$ cat src/sv/ssl_pkg.sv
`default_nettype none

package ssl_pkg;

    localparam int unsigned NUM_METH = 14;
    localparam logic [4:0]  POS_MAX  = 5'd31;

    // parse_status codes
    localparam logic [1:0] ST_OK       = 2'd0;
    localparam logic [1:0] ST_REQ_ERR  = 2'd1;
    localparam logic [1:0] ST_RESP_ERR = 2'd2;
    localparam logic [1:0] ST_UNSUP    = 2'd3;

    // method_kind codes
    localparam logic [3:0] KIND_NONE  = 4'd0;
    localparam logic [3:0] KIND_OTHER = 4'd15;

    // token_index codes
    localparam logic [1:0] TOK_METHOD = 2'd0;
    localparam logic [1:0] TOK_URI    = 2'd1;
    localparam logic [1:0] TOK_REST  = 2'd2;

    // check flag bits
    localparam int unsigned F_RESP = 0;
    localparam int unsigned F_V20  = 1;
    localparam int unsigned F_METH = 2;
    localparam int unsigned F_URI  = 3;
    localparam int unsigned F_RVER = 4;

    localparam logic [4:0] RESP_MIN_LEN = 5'd10;
    localparam logic [4:0] REQ_MIN_LEN  = 5'd19;

    localparam logic [7:0] CH_SPACE = 8'h20;
    localparam logic [7:0] CH_ZERO  = 8'h30;
    localparam logic [7:0] CH_NINE  = 8'h39;

    // method names, right aligned, first character in the highest used byte
    localparam logic [71:0] METH_NAME [NUM_METH] = '{
        72'("INVITE"), 72'("ACK"), 72'("BYE"), 72'("CANCEL"), 72'("REGISTER"),
        72'("OPTIONS"), 72'("PRACK"), 72'("SUBSCRIBE"), 72'("NOTIFY"),
        72'("PUBLISH"), 72'("INFO"), 72'("REFER"), 72'("MESSAGE"), 72'("UPDATE")
    };
    localparam logic [3:0] METH_LEN [NUM_METH] = '{
        4'd6, 4'd3, 4'd3, 4'd6, 4'd8, 4'd7, 4'd5, 4'd9, 4'd6, 4'd7, 4'd4, 4'd5, 4'd7, 4'd6
    };

    // method matcher inputs for one beat
    typedef struct packed {
        logic       active;   // byte belongs to the method token
        logic [7:0] data;
        logic [4:0] tok_pos;
    } t_meth_in;

    // "SIP/2.0"
    function automatic logic [7:0] ver_char(input logic [2:0] pos);
        logic [7:0] c;
        case (pos)
            3'd0:    c = 8'h53;  // S
            3'd1:    c = 8'h49;  // I
            3'd2:    c = 8'h50;  // P
            3'd3:    c = 8'h2F;  // /
            3'd4:    c = 8'h32;  // 2
            3'd5:    c = 8'h2E;  // .
            3'd6:    c = 8'h30;  // 0
            default: c = 8'h00;
        endcase
        return c;
    endfunction

    // "sip:"
    function automatic logic [7:0] uri_char(input logic [1:0] pos);
        logic [7:0] c;
        case (pos)
            2'd0:    c = 8'h73;  // s
            2'd1:    c = 8'h69;  // i
            2'd2:    c = 8'h70;  // p
            default: c = 8'h3A;  // :
        endcase
        return c;
    endfunction

    function automatic logic [4:0] sat_inc(input logic [4:0] v);
        return (v == POS_MAX) ? POS_MAX : v + 5'd1;
    endfunction

endpackage

`default_nettype wire

$ cat src/sv/ssl_method_match.sv
`default_nettype none

module ssl_method_match (
    input  wire  ssl_pkg::t_meth_in              i_beat,
    input  wire  logic [ssl_pkg::NUM_METH-1:0]   i_alive,
    output logic [ssl_pkg::NUM_METH-1:0]         o_alive,
    output logic [3:0]                           o_kind
);
    import ssl_pkg::*;

    logic       is_space;
    logic [3:0] sh [NUM_METH];

    assign is_space = (i_beat.data == CH_SPACE);

    always_comb begin
        o_alive = i_alive;
        for (int i = 0; i < NUM_METH; i++) begin
            sh[i] = METH_LEN[i] - 4'd1 - i_beat.tok_pos[3:0];
            if (i_beat.active) begin
                if (is_space) begin
                    if ({1'b0, METH_LEN[i]} != i_beat.tok_pos) begin
                        o_alive[i] = 1'b0;
                    end
                end else if (i_beat.tok_pos >= {1'b0, METH_LEN[i]} ||
                             i_beat.data != 8'(METH_NAME[i] >> {sh[i], 3'b000})) begin
                    o_alive[i] = 1'b0;
                end
            end
        end
    end

    // first surviving name wins
    always_comb begin
        o_kind = KIND_OTHER;
        for (int i = NUM_METH - 1; i >= 0; i--) begin
            if (o_alive[i]) begin
                o_kind = 4'(i + 1);
            end
        end
    end

endmodule

`default_nettype wire

$ cat src/sv/sip_start_line_parser.sv
// The last byte's beat passes the input holding register and then the result register on its way to the master side.
// Throughput: one byte per cycle; a result that waits stalls only the last byte.
// Reset (i_rst_n low, synchronous): parse state back to its idle values,
// both holding registers emptied. Parse state also resets after every result.
`default_nettype none

module sip_start_line_parser (
    input  wire  logic        i_clk,
    input  wire  logic        i_rst_n,
    input  wire  logic        i_s_tvalid,
    output logic              o_s_tready,
    input  wire  logic [7:0]  i_s_tdata,   // [7:0] line_byte
    input  wire  logic        i_s_tlast,   // line_end
    output logic              o_m_tvalid,
    input  wire  logic        i_m_tready,
    output logic [23:0]       o_m_tdata    // [0] is_response, [4:1] method_kind,
                                           // [14:5] status_code,
                                           // [16:15] parse_status, [23:17] zero
);
    import ssl_pkg::*;

    // input holding register
    logic       r_in_valid;
    logic [7:0] r_in_byte;
    logic       r_in_last;

    // parse state
    logic [4:0]          r_line_pos,  n_line_pos;
    logic [1:0]          r_tok_idx,   n_tok_idx;
    logic [4:0]          r_tok_pos,   n_tok_pos;
    logic [NUM_METH-1:0] r_alive,     n_alive;
    logic [4:0]          r_flags,     n_flags;
    logic [9:0]          r_code,      n_code;
    logic                r_digits_ok, n_digits_ok;
    logic                r_reason,    n_reason;

    // result register
    logic        r_out_valid;
    logic [16:0] r_out;
    logic [16:0] n_out;

    logic       advance;
    logic       is_space;
    logic       is_digit;
    logic [3:0] kind;
    t_meth_in   meth_beat;

    // The held byte moves on unless it ends a line and the result slot is
    // still occupied and not being read.
    assign advance    = r_in_valid && (!r_in_last || !r_out_valid || i_m_tready);
    assign o_s_tready = !r_in_valid || advance;

    assign is_space = (r_in_byte == CH_SPACE);
    assign is_digit = (r_in_byte >= CH_ZERO) && (r_in_byte <= CH_NINE);

    assign meth_beat.active  = (r_tok_idx == TOK_METHOD);
    assign meth_beat.data    = r_in_byte;
    assign meth_beat.tok_pos = r_tok_pos;

    ssl_method_match u_match (
        .i_beat  (meth_beat),
        .i_alive (r_alive),
        .o_alive (n_alive),
        .o_kind  (kind)
    );

    // per-byte state update
    always_comb begin
        n_flags     = r_flags;
        n_tok_idx   = r_tok_idx;
        n_tok_pos   = sat_inc(r_tok_pos);
        n_code      = r_code;
        n_digits_ok = r_digits_ok;
        n_reason    = r_reason;
        n_line_pos  = sat_inc(r_line_pos);

        // line prefix checks: "SIP/" marks a response, "SIP/2.0" its version
        if (r_line_pos < 5'd4 && r_in_byte != ver_char(r_line_pos[2:0])) begin
            n_flags[F_RESP] = 1'b0;
        end
        if (r_line_pos < 5'd7 && r_in_byte != ver_char(r_line_pos[2:0])) begin
            n_flags[F_V20] = 1'b0;
        end

        case (r_tok_idx)
            TOK_METHOD: begin
                if (is_space) begin
                    if (r_tok_pos == 5'd0) begin
                        n_flags[F_METH] = 1'b0;
                    end
                    n_tok_idx = TOK_URI;
                    n_tok_pos = 5'd0;
                end
            end
            TOK_URI: begin
                // second token is the URI of a request or the code of a response
                if (is_space) begin
                    if (r_tok_pos < 5'd4) begin
                        n_flags[F_URI] = 1'b0;
                    end
                    if (r_tok_pos != 5'd3) begin
                        n_digits_ok = 1'b0;
                    end
                    n_tok_idx = TOK_REST;
                    n_tok_pos = 5'd0;
                end else begin
                    if (r_tok_pos < 5'd4 && r_in_byte != uri_char(r_tok_pos[1:0])) begin
                        n_flags[F_URI] = 1'b0;
                    end
                    if (r_tok_pos < 5'd3 && is_digit) begin
                        n_code = 10'(({r_code, 3'b000}) + ({r_code, 1'b0})
                                     + 13'(r_in_byte - CH_ZERO));
                    end else begin
                        n_digits_ok = 1'b0;
                    end
                end
            end
            default: begin
                // remainder: reason phrase, or request version
                n_reason = 1'b1;
                if (r_tok_pos < 5'd7 && r_in_byte != ver_char(r_tok_pos[2:0])) begin
                    n_flags[F_RVER] = 1'b0;
                end
            end
        endcase
    end

    // verdict at the last byte, from the updated state
    always_comb begin
        logic       resp;
        logic [3:0] kd;
        logic [9:0] cd;
        logic [1:0] st;
        resp = 1'b0;
        kd   = KIND_NONE;
        cd   = 10'd0;
        st   = ST_OK;
        if (n_line_pos >= 5'd4 && n_flags[F_RESP]) begin
            resp = 1'b1;
            if (n_line_pos < RESP_MIN_LEN) begin
                st = ST_RESP_ERR;
            end else if (!n_flags[F_V20] || n_tok_idx == TOK_METHOD) begin
                st = ST_UNSUP;
            end else if (n_tok_idx == TOK_URI || !n_reason || !n_digits_ok) begin
                st = ST_RESP_ERR;
            end else begin
                cd = n_code;
            end
        end else begin
            if (n_line_pos < REQ_MIN_LEN) begin
                st = ST_REQ_ERR;
            end else if (n_tok_idx == TOK_METHOD || !n_flags[F_METH]) begin
                st = ST_REQ_ERR;
            end else if (n_tok_idx == TOK_URI || !n_flags[F_URI]) begin
                st = ST_UNSUP;
            end else if (n_tok_pos < 5'd7 || !n_flags[F_RVER]) begin
                st = ST_UNSUP;
            end else begin
                kd = kind;
            end
        end
        n_out = {st, cd, kd, resp};
    end

    always_ff @(posedge i_clk) begin
        if (!i_rst_n) begin
            r_in_valid <= 1'b0;
        end else if (o_s_tready) begin
            r_in_valid <= i_s_tvalid;
        end
    end

    always_ff @(posedge i_clk) begin
        if (o_s_tready) begin
            r_in_byte <= i_s_tdata;
            r_in_last <= i_s_tlast;
        end
    end

    // parse state: back to idle after each line's last byte
    always_ff @(posedge i_clk) begin
        if (!i_rst_n || (advance && r_in_last)) begin
            r_line_pos  <= 5'd0;
            r_tok_idx   <= TOK_METHOD;
            r_tok_pos   <= 5'd0;
            r_alive     <= '1;
            r_flags     <= '1;
            r_code      <= 10'd0;
            r_digits_ok <= 1'b1;
            r_reason    <= 1'b0;
        end else if (advance) begin
            r_line_pos  <= n_line_pos;
            r_tok_idx   <= n_tok_idx;
            r_tok_pos   <= n_tok_pos;
            r_alive     <= n_alive;
            r_flags     <= n_flags;
            r_code      <= n_code;
            r_digits_ok <= n_digits_ok;
            r_reason    <= n_reason;
        end
    end

    always_ff @(posedge i_clk) begin
        if (!i_rst_n) begin
            r_out_valid <= 1'b0;
        end else if (advance && r_in_last) begin
            r_out_valid <= 1'b1;
        end else if (i_m_tready) begin
            r_out_valid <= 1'b0;
        end
    end

    always_ff @(posedge i_clk) begin
        if (advance && r_in_last) begin
            r_out <= n_out;
        end
    end

    assign o_m_tvalid = r_out_valid;
    assign o_m_tdata  = {7'd0, r_out};

endmodule

`default_nettype wire
$ cat config.mk
export PLATFORM = sky130hd
export DESIGN_NAME = sip_start_line_parser
export DESIGN_NICKNAME = d
export VERILOG_FILES = /design/src/sv/ssl_pkg.sv /design/src/sv/ssl_method_match.sv /design/src/sv/sip_start_line_parser.sv
export SDC_FILE = /design/constraint.sdc
export NUM_CORES = 1
export LEC_CHECK = 0
export BUFFER_PORTS_ARGS = -buffer_cell sky130_fd_sc_hd__buf_2
export CELL_PAD_IN_SITES_DETAIL_PLACEMENT = 1
export CELL_PAD_IN_SITES_GLOBAL_PLACEMENT = 2
export CORE_MARGIN = 10
export CORE_UTILIZATION = 35
export CTS_CLUSTER_SIZE = 8
export DETAILED_ROUTE_END_ITERATION = 16
export PLACE_DENSITY = 0.81
export REMOVE_ABC_BUFFERS = 1
export SLEW_MARGIN = 0
export SYNTH_ARGS = -nofsm -noshare
export SYNTH_HDL_FRONTEND = slang
export SYNTH_SLANG_ARGS = --single-unit
$ cat constraint.sdc
create_clock -name i_clk -period 4.6 [get_ports i_clk]
set_input_delay 0.23 -clock i_clk [delete_from_list [all_inputs] [get_ports i_clk]]
set_output_delay 0.23 -clock i_clk [all_outputs]
set_load 0.01 [all_outputs]
# [Word-level counts from Yosys, hierarchy flattened]
# Cells that the tools add are included.
[totals] ff_bits=71
[classes] reduce_logical=56 n_eq_ne=44 muxes=113 n_shift=14 order_cmp=18 bitwise_logic=1 addsub=12
[ops] op="$shr 47x7->8 const A" count=4
[ops] op="$shr 55x7->8 const A" count=3
[ops] op="$ne 8x8->1" count=17
[ops] op="$pmux 7 s7" count=2
[ops] op="$shr 39x7->8 const A" count=2
[ops] op="$mux 1" count=77
[ops] op="$shr 71x7->8 const A" count=1
[ops] op="$shr 63x7->8 const A" count=1
[ops] op="$shr 23x7->8 const A" count=2
[ops] op="$shr 31x7->8 const A" count=1
[ops] op="$mux 10" count=3
[ops] op="$mux 2" count=14
[ops] op="$ge 5x3->1 const B" count=5
[ops] op="$lt 5x3->1 const B" count=5
[ops] op="$logic_or 1x1->1" count=24
[ops] op="$mux 3" count=8
[ops] op="$mux 8" count=3
[ops] op="$pmux 7 s3" count=1
[ops] op="$add 10x10->10" count=2
[ops] op="$mux 5" count=4
[ops] op="$ne 3x5->1 const A" count=4
[ops] op="$eq 3x3->1 const B" count=6
[ops] op="$sub 3x4->4 const A" count=4
[ops] op="$eq 3x2->1 const B" count=4
[ops] op="33 further kinds" count=61

# [Longest topological paths before layout]
[logic_depth] word_depth=21 ltp_mapped=16 depth_no_buf=14

# [Cells and area by module]
# A second synthesis with hierarchy kept.
[unflattened] cells_unflattened=881 area_unflattened_um2=6995.5
[by_module_without_submodules] module="sip_start_line_parser" n_inst=1 area_per_inst_um2=4267.8 cells_each=472
[by_module_without_submodules] module="ssl_method_match" n_inst=1 area_per_inst_um2=2727.6 cells_each=409

# [Worst setup path after synthesis]
# No wires, ideal clock.
[synth_path] path_kind="register to register" startpoint="register r_tok_pos[1]" endpoint="register r_out[1], data pin" slack_ps=1052 path_stages_with_launch=15 required_time_ps=4330 t_arrival_ps=3278 setup_time_ps=270 cell_sequence="dfxtp_1 > clkbuf_1 > buf_4 > inv_1 > ha_1 > ha_1 > buf_2 > mux2i_1 > xnor2_1 > a31oi_1 > a2111oi_0 > a41o_1 > o22ai_1 > a2111oi_1 > nor3_1"
[synth_via] elab_chain_cells=21 word_cells_on_any_way=177 classes_between="add/sub (8); order compare (10); eq/ne (32); shift (14); mux (87); reduce/logical (26)"
[synth_lines] item="from (decl)" line="sip_start_line_parser.sv:30" rtl="logic [4:0] r_tok_pos, n_tok_pos;"
[synth_lines] item="from (signal assigned)" line="sip_start_line_parser.sv:194" rtl="r_tok_pos <= n_tok_pos;"
[synth_lines] item="$sub 3x4->4" line="ssl_method_match.sv:19" rtl="sh[i] = METH_LEN[i] - 4'd1 - i_beat.tok_pos[3:0];"
[synth_lines] item="$shr 47x7->8" line="ssl_method_match.sv:26" rtl="i_beat.data != 8'(METH_NAME[i] >> {sh[i], 3'b000})) begin"
[synth_lines] item="$ne 8x8->1" line="ssl_method_match.sv:26"
[synth_lines] item="$logic_or 1x1->1" line="ssl_method_match.sv:25" rtl="end else if (i_beat.tok_pos >= {1'b0, METH_LEN[i]} ||"
[synth_lines] item="$mux 1" line="ssl_method_match.sv:25"
[synth_lines] item="$mux 1" line="ssl_method_match.sv:21" rtl="if (is_space) begin"
[synth_lines] item="$mux 1" line="ssl_method_match.sv:20" rtl="if (i_beat.active) begin"
[synth_lines] item="$mux 1" line="ssl_method_match.sv:37" rtl="if (o_alive[i]) begin"
[synth_lines] item="$mux 2 (2 in series)" line="ssl_method_match.sv:37"
[synth_lines] item="$mux 3 (8 in series)" line="ssl_method_match.sv:37"
[synth_lines] item="$mux 2 (2 in series)" line="ssl_method_match.sv:37"
[synth_lines] item="$mux 1" line="ssl_method_match.sv:37"
[synth_lines] item="to (signal assigned)" line="sip_start_line_parser.sv:215" rtl="r_out <= n_out;"
[synth_lines] item="to (decl)" line="sip_start_line_parser.sv:39" rtl="logic [16:0] r_out;"
# Parallel ways exist; a longest one is shown, timed or not. The select of a mux whose other input is x is not followed.
# A chain may end at the register's enable or synchronous reset.

# [Worst setup path after layout]
[layout_path] startpoint="register r_tok_pos[3]" endpoint="register r_out[1], data pin"
# Same word-level chain as after synthesis.

==> reports/metrics.yaml <==
status: "finished, final reports clean"
clk_pin_slew_ns: 0.06
ios: 39
area_delta_synth_final_pct: 8.54
hold_ws_ns: 0.0620
worstSetupPathType: "reg -> reg"
netlist_area_um2: 6920
worstPathRequired_ns: 4.67
cap_violations: 0
min_period_over_period_pct: 87.1
fp-row-count: 51
die-height_um: 161
setup_viol: 0
tightest_slew_ns: 0.838
final_cells: 1130
vias_per_cell: 5.80
clk_path_buf_depth: 2
route.detailed.wl_per_inst_um: 21.5
max_slew_margin_pct: 43.4
ir_worst_vdd_mv: 0.187
portBuffers: 31
slew_violations: 0
drc: 0
placed_cells_incl_taps: 1114
cts_tree: "done"
mostFrequentLayoutCell: "nand2_1"
post_synth_num_cell_types: 85
num_antenna_cells: 0
setup_tns_ns: 0
clk_latency_ns: 0.34
antenna_left: 0
min_path_type: "in -> reg"
grt_pass1_vias: 6731
postSynthCellCount: 858
cellPowerDensity_nw_per_um2: 227
yosysWarnings: 0
grt_usage_pct: 18.6
die-area_um2: 25800
root_buffer: "clkbuf_16"
async_reset_ff_share_pct: 0
r2r_slack_ns: 0.59
holdPathEnd: "r_in_byte[3]"
holdPathStages: 1
yosysSeqAreaShare_pct: 24.3
ys.flop_type: "dfxtp_1"
floorplan.initialDensity_pct: 35.5
htreeDepth: 3
first_pass_iters: 5
fin_skew_ns: 0.00590
nNetsFinal: 921
worstHoldStart: "i_s_tdata[3]"
layout_common_cells: "nand2_1, a21oi_1, nor2_1, dfxtp_1, xnor2_1"
grt_antenna_before_repair: 0
place_area_um2: 7240
cts_resized: 0
drtIter0Drc: 489
vias: 6557
arrival_ns: 4.08
rsz0062_at_grt: "false"
finalPower_w: 0.00170
timing.final.hold_violations: 0
cp-start-kind: "flop"
synth-edff-count: 26
dp.final_hpwl_um: 17500
overflow: 0
syn_area_per_cell_um2: 8.06
wirelength_um: 24300
grt_pass1_wl_um: 38700
place.gp.congestion: 0.877
drive_gt1_share_pct: 10.8
cts_buffers: 9
period_needed_ns: 4.01
r2r_end: "r_out[1]"
synth-seq-cells: 71
cts.hold.buffers_added: 0
die_w_um: 161
r2r_start: "r_tok_pos[3]"
rr_worst_depth: 10
postCtsSetupRepairBufs: 0
p_leak_nw: 2.84
final_area_um2: 7510
endpoint_kind: "flop"
grt_max_degree: 29
clock.fmax_ghz: 0.250
numClockSinks: 71
coreArea_um2: 19500
cp_max_fo: 13
==> per-layer routing <==
metal	vias to the layer above	global-route usage (%)	routed length, µm
li1	3112	-	-
met1	3247	25.1	11500
met2	170	30.4	11400
met3	28	2.91	1040
met4	0	4.34	346
met5	-	0	0
==> where the power goes <==
group          internal (W)  leakage, nW  switching [W]
Clock              0.000380        0.126       0.000278
Sequential         0.000669        0.643      0.0000194
Combinational      0.000130         2.07       0.000226
Total               0.00118         2.84       0.000523
==> area by class of cell <==
class                   count  area, µm²
fillers                  2373      12000
well taps                 265        332
clock buffers              13        250
flip-flops and latches     71       1680
multi-input cells         685       4730
repair buffers             58        358
inverters                  35        131
clock inverters             3       20.0
==> kinds of logic after synthesis <==
| group | share of synthesized area (%) |
|---|---|
| AO/OA/AOI/OAI | 23.1 |
| XOR/XNOR | 8.10 |
| adder cells (fa/ha/maj) | 9.44 |
| AND/OR/NAND/NOR | 24.1 |
| buffers and inverters | 7.56 |
| other | 0.0542 |
| flip-flops | 24.3 |
| multiplexers | 3.38 |
==> flip-flops by register name, summed over array words and instances (netlist names) <==
| register | flops |
|---|---|
| o_m_tvalid | 1 |
| r_alive | 14 |
| r_in_last | 1 |
| r_line_pos | 5 |
| r_flags | 5 |
| r_in_byte | 8 |
| r_tok_idx | 2 |
| r_tok_pos | 5 |
| r_reason | 1 |
| r_code | 10 |
| r_digits_ok | 1 |
| r_out | 17 |
| r_in_valid | 1 |
==> worst max path at each step <==
stage,endpoint,startpoint,cells after the start,slack (ns)
2_1_floorplan,r_out[1],r_tok_pos[0],11,0.33
3_3_place_gp,r_out[2],r_tok_pos[3],11,0.74
3_5_place_dp,r_out[2],r_tok_pos[3],11,0.69
4_1_cts,r_out[2],r_tok_pos[3],11,0.67
5_1_grt,r_out[1],r_tok_pos[3],10,0.48
6_report,r_out[1],r_tok_pos[3],10,0.59
==> synthesized netlist by cell type (6+ instances only) <==
master     instances  share of area (%)
nor2_1            60                3.3
o31ai_1           13                1.4
o21ai_0           31                2.2
nor4_1            10               0.90
nor3b_1            7               0.76
nand3b_1           8               0.87
nand4_1            6               0.54
buf_1              6               0.33
ha_1              41                7.4
buf_2             28                2.0
fa_1               7                2.0
a211oi_1          11                1.2
clkbuf_1          21                1.1
inv_1             29                1.6
xor2_1            15                1.9
nor2b_1           20                1.8
o211ai_1          10                1.1
o22ai_1            8               0.72
nand3_1           29                2.1
a21oi_1           63                4.6
nand2_1           77                4.2
o2111ai_1          6               0.76
mux2i_1           20                2.9
and2_1             9               0.81
edfxtp_1          26                 11
buf_4             14                1.5
a211o_1            6               0.76
a31oi_1            8               0.72
xnor2_1           44                5.6
o21ai_1            6               0.43
dfxtp_1           45                 13
nand2b_1          24                2.2
nor3_1            22                1.6
==> metrics by stage <==
step	utilization, %	setup slack (ns)
2_1_floorplan	-	0.327
3_3_place_gp	37.2	0.744
3_5_place_dp	37.2	0.693
4_1_cts	38.6	0.667
5_1_grt	38.6	0.479
6_report	38.6	0.594
==> worst max-delay path, cell delays in order (launching register included) <==
cell and delay (ns):
dfxtp_1 0.68, inv_2 0.24, ha_1 0.28, xor2_1 0.16
nor4bb_1 0.75, nand3b_1 0.20, o41a_1 0.46, nor3b_1 0.22
a22oi_1 0.10, a2111oi_1 0.53, nor3_1 0.11
No activity file was read; power rests on OpenSTA's default activity.
